## src/eqps_pkg.sv

```systemverilog
// Shared constants and types for the equality-pattern byte search block.
package eqps_pkg;

   localparam int MAX_PATTERN   = 16;
   localparam int OFFSET_WIDTH  = 32;
   localparam int LEN_WIDTH     = 5;
   localparam int CSR_IDX_WIDTH = 2;
   localparam int CSR_WIDTH     = 64;
   localparam int POS_WIDTH     = $clog2(MAX_PATTERN);

   // Register indexes of the configuration port.
   localparam logic [CSR_IDX_WIDTH-1:0] CSR_PATTERN_LENGTH = 2'd0;
   localparam logic [CSR_IDX_WIDTH-1:0] CSR_PATTERN_LOW    = 2'd1;
   localparam logic [CSR_IDX_WIDTH-1:0] CSR_PATTERN_HIGH   = 2'd2;

   localparam logic [LEN_WIDTH-1:0] PATTERN_LENGTH_RESET = 5'd2;
   localparam logic [LEN_WIDTH-1:0] MIN_PATTERN          = 5'd2;
   localparam logic [LEN_WIDTH-1:0] MAX_PATTERN_LEN      = LEN_WIDTH'(MAX_PATTERN);

   // Window of the latest bytes; element MAX_PATTERN-1 is the newest.
   typedef logic [MAX_PATTERN-1:0][7:0] window_type;

   // Result of testing one window.
   typedef struct packed {
      logic                    hit;
      logic [OFFSET_WIDTH-1:0] offset;
   } match_type;

endpackage

```

## src/eqps_window.sv

```systemverilog
// Sliding byte window and saturating stream byte counter.
module eqps_window (
   input  logic                          clock,
   input  logic                          reset,
   input  logic                          accept,
   input  logic [7:0]                    data_byte,
   input  logic                          restart,
   output eqps_pkg::window_type          window,
   output logic [eqps_pkg::OFFSET_WIDTH-1:0] bytes_seen
);
   import eqps_pkg::*;

   window_type              window_ff, window_in;
   logic [OFFSET_WIDTH-1:0] count_ff, count_in;

   // Shift in the new byte; a restart clears older bytes and the count first.
   always_comb begin
      window_in = window_ff;
      count_in  = count_ff;
      if (accept) begin
         if (restart) begin
            window_in                = '0;
            window_in[MAX_PATTERN-1] = data_byte;
            count_in                 = OFFSET_WIDTH'(1);
         end else begin
            for (int i = 0; i < MAX_PATTERN - 1; i++) begin
               window_in[i] = window_ff[i+1];
            end
            window_in[MAX_PATTERN-1] = data_byte;
            if (count_ff != '1) begin
               count_in = count_ff + OFFSET_WIDTH'(1);
            end
         end
      end
   end

   always_ff @(posedge clock) begin
      if (reset) begin
         window_ff <= '0;
         count_ff  <= '0;
      end else begin
         window_ff <= window_in;
         count_ff  <= count_in;
      end
   end

   assign window     = window_ff;
   assign bytes_seen = count_ff;

endmodule

```

## src/eqps_match.sv

```systemverilog
// Pairwise equality comparison of the window against the configured pattern.
module eqps_match (
   input  logic [eqps_pkg::LEN_WIDTH-1:0]    pattern_length,
   input  logic [eqps_pkg::CSR_WIDTH-1:0]    pattern_bytes_low,
   input  logic [eqps_pkg::CSR_WIDTH-1:0]    pattern_bytes_high,
   input  eqps_pkg::window_type              window,
   input  logic [eqps_pkg::OFFSET_WIDTH-1:0] bytes_seen,
   output eqps_pkg::match_type               result
);
   import eqps_pkg::*;

   logic [LEN_WIDTH-1:0]          len_eff;
   logic [LEN_WIDTH-1:0]          base;
   logic [2*CSR_WIDTH-1:0]        pattern_all;
   window_type                    pattern_aligned;
   logic [MAX_PATTERN-1:0]        active;
   logic                          mismatch;
   logic                          window_full;
   logic [LEN_WIDTH-1:0]          pos_diff;

   // Lengths above the maximum act as the maximum.
   always_comb begin
      len_eff = (pattern_length > MAX_PATTERN_LEN) ? MAX_PATTERN_LEN : pattern_length;
      base    = MAX_PATTERN_LEN - len_eff;
   end

   // Align pattern byte 0 with the window position of the oldest byte in use.
   always_comb begin
      pattern_all = {pattern_bytes_high, pattern_bytes_low};
      for (int i = 0; i < MAX_PATTERN; i++) begin
         pos_diff           = LEN_WIDTH'(i) - base;
         active[i]          = LEN_WIDTH'(i) >= base;
         pattern_aligned[i] = pattern_all[8*pos_diff[POS_WIDTH-1:0] +: 8];
      end
   end

   // Every pair in use must agree on equal versus unequal.
   always_comb begin
      mismatch = 1'b0;
      for (int a = 0; a < MAX_PATTERN - 1; a++) begin
         for (int b = a + 1; b < MAX_PATTERN; b++) begin
            if (active[a] &&
                ((window[a] == window[b]) != (pattern_aligned[a] == pattern_aligned[b]))) begin
               mismatch = 1'b1;
            end
         end
      end
   end

   // A match needs a usable length and a full window.
   always_comb begin
      window_full   = bytes_seen >= OFFSET_WIDTH'(len_eff);
      result.hit    = (len_eff >= MIN_PATTERN) && window_full && !mismatch;
      result.offset = bytes_seen - OFFSET_WIDTH'(len_eff);
   end

endmodule

```

## src/equality_pattern_byte_search.sv

```systemverilog
// Equality-pattern byte search: top level with configuration and handshakes.
//
// The block searches a byte stream for windows whose pattern of equal and
// unequal bytes matches the configured pattern bytes. Bytes enter on the req_
// channel (req_data_byte, with req_restart marking the first byte of a new
// stream); a matching window yields one transaction on the rsp_ channel that
// carries the stream offset of the window's first byte. Bytes that complete
// no match produce no transaction.
// A taken byte is held in the window register; its result is then held
// in the result register. One byte is taken every cycle while req_stall
// is low; all byte pairs compare in parallel in a single stage between them.
// When the receiver stalls, the result register holds its transaction and
// one more byte can be taken into the window; after that req_stall rises
// until the result is taken. Reset clears the window, the stream count and
// both channels, and sets pattern length 2 with all pattern bytes zero.
// The user must write the csr_ registers (pattern length, pattern bytes 0 to 7,
// pattern bytes 8 to 15) only with no transaction in flight (not enforced).
module equality_pattern_byte_search (
   input  logic                               clock,
   input  logic                               reset,
   input  logic                               req_valid,
   output logic                               req_stall,
   input  logic [7:0]                         req_data_byte,
   input  logic                               req_restart,
   output logic                               rsp_valid,
   input  logic                               rsp_stall,
   output logic [eqps_pkg::OFFSET_WIDTH-1:0]  rsp_match_offset,
   input  logic                               csr_write_enable,
   input  logic [eqps_pkg::CSR_IDX_WIDTH-1:0] csr_index,
   input  logic [eqps_pkg::CSR_WIDTH-1:0]     csr_write_data
);
   import eqps_pkg::*;

   logic [LEN_WIDTH-1:0]    length_ff, length_in;
   logic [CSR_WIDTH-1:0]    low_ff, low_in;
   logic [CSR_WIDTH-1:0]    high_ff, high_in;
   logic                    eval_valid_ff, eval_valid_in;
   logic                    rsp_valid_ff, rsp_valid_in;
   logic [OFFSET_WIDTH-1:0] offset_ff, offset_in;

   logic                    accept;
   logic                    slot_free;
   logic                    advance;
   window_type              window;
   logic [OFFSET_WIDTH-1:0] bytes_seen;
   match_type               result;

   // Configuration register writes.
   always_comb begin
      length_in = length_ff;
      low_in    = low_ff;
      high_in   = high_ff;
      if (csr_write_enable) begin
         case (csr_index)
            CSR_PATTERN_LENGTH: length_in = csr_write_data[LEN_WIDTH-1:0];
            CSR_PATTERN_LOW:    low_in    = csr_write_data;
            CSR_PATTERN_HIGH:   high_in   = csr_write_data;
            default:            ;
         endcase
      end
   end

   // Handshake control: the window holds one byte awaiting evaluation.
   always_comb begin
      slot_free = !rsp_valid_ff || !rsp_stall;
      advance   = eval_valid_ff && slot_free;
      req_stall = eval_valid_ff && !slot_free;
      accept    = req_valid && !req_stall;
   end

   always_comb begin
      eval_valid_in = accept ? 1'b1 : (advance ? 1'b0 : eval_valid_ff);
      rsp_valid_in  = rsp_valid_ff;
      offset_in     = offset_ff;
      if (advance) begin
         rsp_valid_in = result.hit;
         offset_in    = result.offset;
      end else if (rsp_valid_ff && !rsp_stall) begin
         rsp_valid_in = 1'b0;
      end
   end

   always_ff @(posedge clock) begin
      if (reset) begin
         length_ff     <= PATTERN_LENGTH_RESET;
         low_ff        <= '0;
         high_ff       <= '0;
         eval_valid_ff <= 1'b0;
         rsp_valid_ff  <= 1'b0;
      end else begin
         length_ff     <= length_in;
         low_ff        <= low_in;
         high_ff       <= high_in;
         eval_valid_ff <= eval_valid_in;
         rsp_valid_ff  <= rsp_valid_in;
      end
   end

   // Result payload needs no reset.
   always_ff @(posedge clock) begin
      offset_ff <= offset_in;
   end

   eqps_window u_window (
      .clock      (clock),
      .reset      (reset),
      .accept     (accept),
      .data_byte  (req_data_byte),
      .restart    (req_restart),
      .window     (window),
      .bytes_seen (bytes_seen)
   );

   eqps_match u_match (
      .pattern_length     (length_ff),
      .pattern_bytes_low  (low_ff),
      .pattern_bytes_high (high_ff),
      .window             (window),
      .bytes_seen         (bytes_seen),
      .result             (result)
   );

   assign rsp_valid        = rsp_valid_ff;
   assign rsp_match_offset = offset_ff;

endmodule

```

## config.mk

```make
export PLATFORM = sky130hd
export DESIGN_NAME = equality_pattern_byte_search
export DESIGN_NICKNAME = d
export VERILOG_FILES = /design/src/eqps_pkg.sv /design/src/eqps_window.sv /design/src/eqps_match.sv /design/src/equality_pattern_byte_search.sv
export SDC_FILE = /design/constraint.sdc
export NUM_CORES = 2
export LEC_CHECK = 0
export BUFFER_PORTS_ARGS = -buffer_cell sky130_fd_sc_hd__buf_2
export CAP_MARGIN = 20
export CORE_MARGIN = 2
export CORE_UTILIZATION = 45
export CTS_CLUSTER_DIAMETER = 30
export CTS_CLUSTER_SIZE = 28
export DETAILED_ROUTE_END_ITERATION = 6
export PLACE_DENSITY = 0.59
export SYNTH_ARGS = -nofsm -noshare
export SYNTH_HDL_FRONTEND = slang
export SYNTH_SLANG_ARGS = --single-unit
```

## constraint.sdc

```tcl
create_clock -name clock -period 8.3 [get_ports clock]
set_input_delay 0.415 -clock clock [delete_from_list [all_inputs] [get_ports clock]]
set_output_delay 0.415 -clock clock [all_outputs]
set_load 0.05 [all_outputs]
```

=== Word level (Yosys, flattened, before mapping) ===
Index checks and enable logic that the tools add are counted.
Widths: inputs -> output; s select.

* Bits in writable memories: 0
* Bits in latches: 0
* Flip-flop bits (word level): 327
* Output and inout port bits: 34
* Memories kept: 0
* Logic and storage cells: 707
* ROM bits: 0
* Input port bits: 80

* Mux-type cells: 128
* Multiply operators: 0
* Shifts and indexed selects: 16
* Reductions and logical operators: 140
* $add $sub $neg: 19
* Bitwise operators: 0
* Magnitude comparators: 18
* Div/mod/pow operators: 0
* Equal/unequal tests: 363

{| class="wikitable"
|+ Operators by type and width
! kind !! count
|-
| $shiftx 128x8->8 || 16
|-
| $eq 8x8->1 || 240
|-
| $logic_and 1x1->1 || 126
|-
| $mux 1 || 124
|-
| $mux 120 || 1
|-
| $ne 1x1->1 || 120
|-
| $mux 32 || 2
|-
| $ge 4x5->1 const A || 7
|-
| $add 32x1->32 const B || 1
|-
| $ge 32x5->1 || 1
|-
| $ne 32x32->1 const B || 1
|-
| $sub 32x5->32 || 1
|-
| $sub 4x4->4 const A || 8
|-
| $ge 3x5->1 const A || 4
|-
| $sub 3x4->4 const A || 4
|-
| $ge 1x5->1 const A || 2
|-
| $ge 2x5->1 const A || 2
|-
| $reduce_and 2->1 || 4
|-
| $sub 1x4->4 const A || 2
|-
| $sub 2x4->4 const A || 2
|-
| $reduce_bool 2->1 || 3
|-
| $ge 5x2->1 const B || 1
|-
| $gt 5x5->1 const B || 1
|-
| $logic_not 1->1 || 5
|-
| 6 further kinds || 6
|}

=== Logic depth before layout (Yosys ltp) ===
* Depth after elaboration: 131
* Depth in mapped cells: 26
* Mapped depth without buffers: 18

=== Hierarchy ===
A second synthesis with hierarchy kept.

* Cells, all modules: 6405
* Area total of the unflattened synthesis: 50717.4 sq um

{| class="wikitable"
|+ Modules (own cells, without submodules)
! module !! cells an instance !! sequential area each (sq um) !! instances !! area an instance (sq um)
|-
| eqps_match || 5061 || 0.0 || 1 || 37457.2
|-
| eqps_window || 795 || 3203.1 || 1 || 6711.4
|-
| equality_pattern_byte_search || 549 || 3663.5 || 1 || 6548.8
|}

=== Worst setup path after synthesis ===
No wires, ideal clock.

* Path kind: register to register
* Start point: register length_ff[4]
* End point: register rsp_valid_ff, in the netlist rsp_valid
* Buffers on the path: 9
* Arrival time: 5.323 ns
* Stages on the path, launching flop included: 24
* Clock period less this slack: 5.382 ns
* Library setup time: 0.059 ns
* Path slack: 2.918 ns
* Required time: 8.241 ns
* Cell sequence: dfxtp_1 > buf_6 > nand2b_1 > buf_4 > buf_2 > buf_2 > ha_1 > buf_2 > xnor2_1 > buf_2 > buf_1 > ha_1 > buf_1 > mux2i_1 > buf_2 > xnor2_1 > nand2_1 > nor4_1 > xnor2_1 > nand4_1 > nor4_1 > a31oi_1 > nor4_1 > a31o_1

* Longest elaborated chain between the ends: 131
* Elaborated cells between the ends (all ways): 536
* Those cells by class: 17 x add/sub; 18 x order compare; 240 x eq/ne; 16 x shift; 122 x mux; 123 x reduce/logical

{| class="wikitable"
|+ Ends and longest elaborated chain
! item !! line !! source
|-
| from (decl) || equality_pattern_byte_search.sv:34 || <nowiki>logic [LEN_WIDTH-1:0] length_ff, length_in;</nowiki>
|-
| from (signal assigned) || equality_pattern_byte_search.sv:91 || <nowiki>length_ff <= length_in;</nowiki>
|-
| $gt 5x5->1 || eqps_match.sv:23 || <nowiki>len_eff = (pattern_length > MAX_PATTERN_LEN) ? MAX_PATTERN_LEN : pattern_length;</nowiki>
|-
| $mux 5 (*) || eqps_match.sv:23 ||
|-
| $sub 5x5->5 || eqps_match.sv:24 || <nowiki>base = MAX_PATTERN_LEN - len_eff;</nowiki>
|-
| $sub 1x4->4 || eqps_match.sv:31 || <nowiki>pos_diff = LEN_WIDTH'(i) - base;</nowiki>
|-
| $shiftx 128x8->8 || eqps_match.sv:33 || <nowiki>pattern_aligned[i] = pattern_all[8*pos_diff[POS_WIDTH-1:0] +: 8];</nowiki>
|-
| $eq 8x8->1 || eqps_match.sv:43 || <nowiki>((window[a] == window[b]) != (pattern_aligned[a] == pattern_aligned[b]))) begin</nowiki>
|-
| $ne 1x1->1 || eqps_match.sv:43 ||
|-
| $logic_and 1x1->1 || eqps_match.sv:42 || <nowiki>if (active[a] &&</nowiki>
|-
| $mux 1 (120 in series) || eqps_match.sv:42 ||
|-
| $logic_not 1->1 || eqps_match.sv:53 || <nowiki>result.hit = (len_eff >= MIN_PATTERN) && window_full && !mismatch;</nowiki>
|-
| $logic_and 1x1->1 (*) || eqps_match.sv:53 ||
|-
| $mux 1 (*) || equality_pattern_byte_search.sv:75 || <nowiki>if (advance) begin</nowiki>
|-
| to (signal assigned) || equality_pattern_byte_search.sv:95 || <nowiki>rsp_valid_ff <= rsp_valid_in;</nowiki>
|-
| to (decl) || equality_pattern_byte_search.sv:38 || <nowiki>logic rsp_valid_ff, rsp_valid_in;</nowiki>
|}

Every way passes the cells marked *; elsewhere a longest branch is shown, timed or not.
A chain may end at the register's enable or synchronous reset.

=== Worst setup path after layout ===
Ends and elaborated chain as after synthesis.

==> impl_metrics.env <==
export IMPL_ys_flop_type="dfxtp_1"
export IMPL_setup_viol=0
export IMPL_seq_area_frac_synth_pct=15.60
export IMPL_dp_cells=6537
export IMPL_power_density_nw_per_um2=167.6
export IMPL_post_route_util_pct=50.85
export IMPL_hold_ws_ns=0.01842
export IMPL_first_pass_iters=7
export IMPL_synth_area_um2=44010
export IMPL_hold_violations=0
export IMPL_tightest_slew_ns=1.320
export IMPL_cts_resized=0
export IMPL_clock_sinks=327
export IMPL_cp_start_kind="flip-flop"
export IMPL_antenna_found_initial=3
export IMPL_rows=114
export IMPL_async_flop_share_pct=0
export IMPL_antenna_cells=0
export IMPL_route_detailed_drc=1
export IMPL_grt_pass1_vias=39360
export IMPL_p_leak_nw=19.33
export IMPL_drive_gt1_share_pct=14.43
export IMPL_grt_max_degree=103
export IMPL_grt_pass1_wl_um=280100
export IMPL_clk_pin_slew_worst_paths_ns=0.05
export IMPL_synth_edff_count=32
export IMPL_fin_setup_tns_ns=0
export IMPL_stdcell_count=6745
export IMPL_cts_setup_buffers=0
export IMPL_synthDistinctLibCells=77
export IMPL_die_y_um=316.7
export IMPL_final_max_slew_viol_count=0
export IMPL_crit_arrival_ns=7.65
export IMPL_drt_iter0_markers=5875
export IMPL_violations="DRC"
export IMPL_avgSynthCellArea_um2=8.018
export IMPL_gr_usage_all_layers_pct=37.80
export IMPL_fin_crit_sh_pct=84.77
export IMPL_initial_core_util_pct=45.44
export IMPL_wire_per_inst_um=28.88
export IMPL_crit_type="reg2reg"
export IMPL_hpwl_um=133500
export IMPL_status="finished with violations"
export IMPL_die_x_um=316.7
export IMPL_holdCritPathClass="in2reg"
export IMPL_overflow=0
export IMPL_portBuffers=113
export IMPL_power_total_mw=8.251
export IMPL_end_kind="flip-flop"
export IMPL_gp_congestion=1.038
export IMPL_coreArea_um2=96850
export IMPL_reg2reg_slack_ns=1.26
export IMPL_rsz0062_at_grt="no"
export IMPL_reg2regPathDepth=19
export IMPL_via_count=42890
export IMPL_peakVddDrop_mv=0.1472
export IMPL_cts_buffers=83
export IMPL_fin_crit_ns=7.036
export IMPL_slew_headroom_pct=11.35
export IMPL_maxCapViolations=0
export IMPL_area_growth_pct=11.90
export IMPL_fmax_ghz=0.1421
export IMPL_path_max_fanout=33
export IMPL_cts_htree_levels=3
export IMPL_synth_seq_cells=327
export IMPL_cts_root_buf="clkbuf_16"
export IMPL_r2r_end="rsp_valid"
export IMPL_viasPerCell=6.358
export IMPL_clk_insertion_delay_late_ns=0.68
export IMPL_synthesis_nets=5586
export IMPL_required_ns=8.92
export IMPL_nFillCells=9347
export IMPL_ys_warnings_count=0
export IMPL_multiInputGateArea_um2=34490
export IMPL_clock_skew_ns=0.04765
export IMPL_crit_reg2reg_launch="length_ff[4]"
export IMPL_synthesis_instances=5489
export IMPL_holdPathStages=3
export IMPL_routed_wl_um=194800
export IMPL_min_to="high_ff[5]"
export IMPL_cts_tree="yes"
export IMPL_cts_buffer_depth=3
export IMPL_ant_nets=0
export IMPL_dieArea_um2=100300
export IMPL_min_delay_start="csr_write_data[5]"
export IMPL_final_nets=5499
export IMPL_seq_area_um2=6867
export IMPL_ios=114
-- flip-flops by register name, summed over array words and instances (netlist names) --
register	flops
u_window.window	128
high_ff	64
low_ff	64
rsp_match_offset	32
u_window.bytes_seen	32
length_ff	5
eval_valid_ff	1
rsp_valid	1
-- per-stage QoR --
| stage | worst slack (ns) | instance area (um2) |
|---|---|---|
| 4_1_cts | 1.488 | 49240 |
| 3_3_place_gp | 1.682 | 45780 |
| 2_1_floorplan | 2.918 | 44010 |
| 6_report | 1.264 | 49250 |
| 5_1_grt | 0.9908 | 49250 |
| 3_5_place_dp | 1.497 | 45790 |
-- cells in the final DEF, fill, tap and decap left out, types with 21 or more instances in the layout --
master,Yosys,layout
xnor2_1,1221,1218
nor3_1,26,26
nand2_1,418,417
dlygate4sd3_1,0,55
xor2_1,793,793
clkbuf_16,0,85
buf_2,119,111
mux4_2,160,160
nand4_1,388,388
a211oi_1,49,49
and3_1,36,36
mux2i_2,3,32
nor2_1,367,352
mux2i_1,68,39
dfxtp_1,295,295
nand2b_1,22,21
buf_4,32,291
a22oi_1,81,81
o21ai_0,101,101
nor3b_1,123,123
a21oi_1,275,274
nor4_1,159,158
or3_1,97,97
nand3_1,21,21
edfxtp_1,32,32
-- layout make-up --
class	count	area share, %
inverter	18	0.1474
multi-input combinational	4513	70.04
clock buffer	108	4.779
timing repair buffer	459	6.741
sequential	327	13.94
tap	1276	3.242
clock inverter	44	1.103
-- logic make-up (layout without fill, tap and decap cells) --
logic type                 Yosys count  count (layout)  synth area share, %
adders and majority gates           17              17               0.5004
xor gates and xnor gates          2016            2016                40.18
DFF                                327             327                15.60
AOI/OAI and AO/OA                  542             542                7.162
buffers and inverters              649             629                6.513
muxes                              234             234                9.905
and+or+nand+nor                   1704            1704                20.14
-- what timing repair did --
action                                  in CTS  in global routing
endpoints found under the setup margin       0                  0
hold endpoints to repair                    93                  0
hold buffers                                55                  0
-- worst max path at each step --
| stage | start | end | slack [ns] | depth (start not counted) |
|---|---|---|---|---|
| CTS | length_ff[4] | rsp_valid | 1.49 | 19 |
| global route | length_ff[4] | rsp_valid | 0.99 | 19 |
| detailed placement | length_ff[4] | rsp_valid | 1.50 | 19 |
| global placement | length_ff[4] | rsp_valid | 1.68 | 19 |
| finish | length_ff[4] | rsp_valid | 1.26 | 19 |
| floorplan | length_ff[4] | rsp_valid | 2.92 | 23 |
-- routing by layer --
layer	routed length [um]	share of wire, %	track usage (%)
met3	22720	12	10.02
met1	75920	39	49.00
met2	81060	42	55.44
met4	15010	7.7	24.38
met5	71	0.036	0
-- critical path, stage by stage, from the launching register on --
cell and delay, ns:
dfxtp_1 0.43, nor2b_2 0.50, inv_2 0.24, ha_1 0.31
o221ai_2 0.78, inv_2 0.43, nand3_1 0.19, buf_4 0.28
nand2_1 0.19, buf_4 0.27, a211oi_1 0.81, or2_1 0.64
xnor2_1 0.15, nor4_2 0.32, a21oi_1 0.10, or4b_1 0.50
nor4_1 0.29, a311o_1 0.20, and4_1 0.18, a31o_1 0.13
-- report_power, final --
part           switching [mW]  internal [mW]  leakage (nW)
logic                    2.02           1.27          15.3
registers              0.0340           1.64          2.66
clock network            1.08           2.22          1.40
-- cell usage after synthesis (all sizes together), types with 22 or more instances --
| master | number | area (um2) |
|---|---|---|
| mux4 | 160 | 3603 |
| dfxtp | 295 | 5906 |
| nor3 | 26 | 130.1 |
| a21oi | 275 | 1376 |
| nor2 | 374 | 1426 |
| edfxtp | 32 | 960.9 |
| xnor2 | 1223 | 10740 |
| nand4 | 388 | 2427 |
| and3 | 36 | 225.2 |
| xor2 | 793 | 6945 |
| or3 | 97 | 606.8 |
| mux2i | 71 | 721.9 |
| clkbuf | 385 | 1445 |
| nand2b | 22 | 137.6 |
| a22oi | 82 | 620.6 |
| o21ai | 105 | 529.3 |
| a211oi | 49 | 367.9 |
| nor4 | 162 | 1032 |
| nand2 | 418 | 1569 |
| buf | 246 | 1349 |
| nor3b | 123 | 923.4 |
Note: power is estimated with default switching activity, not from simulation.
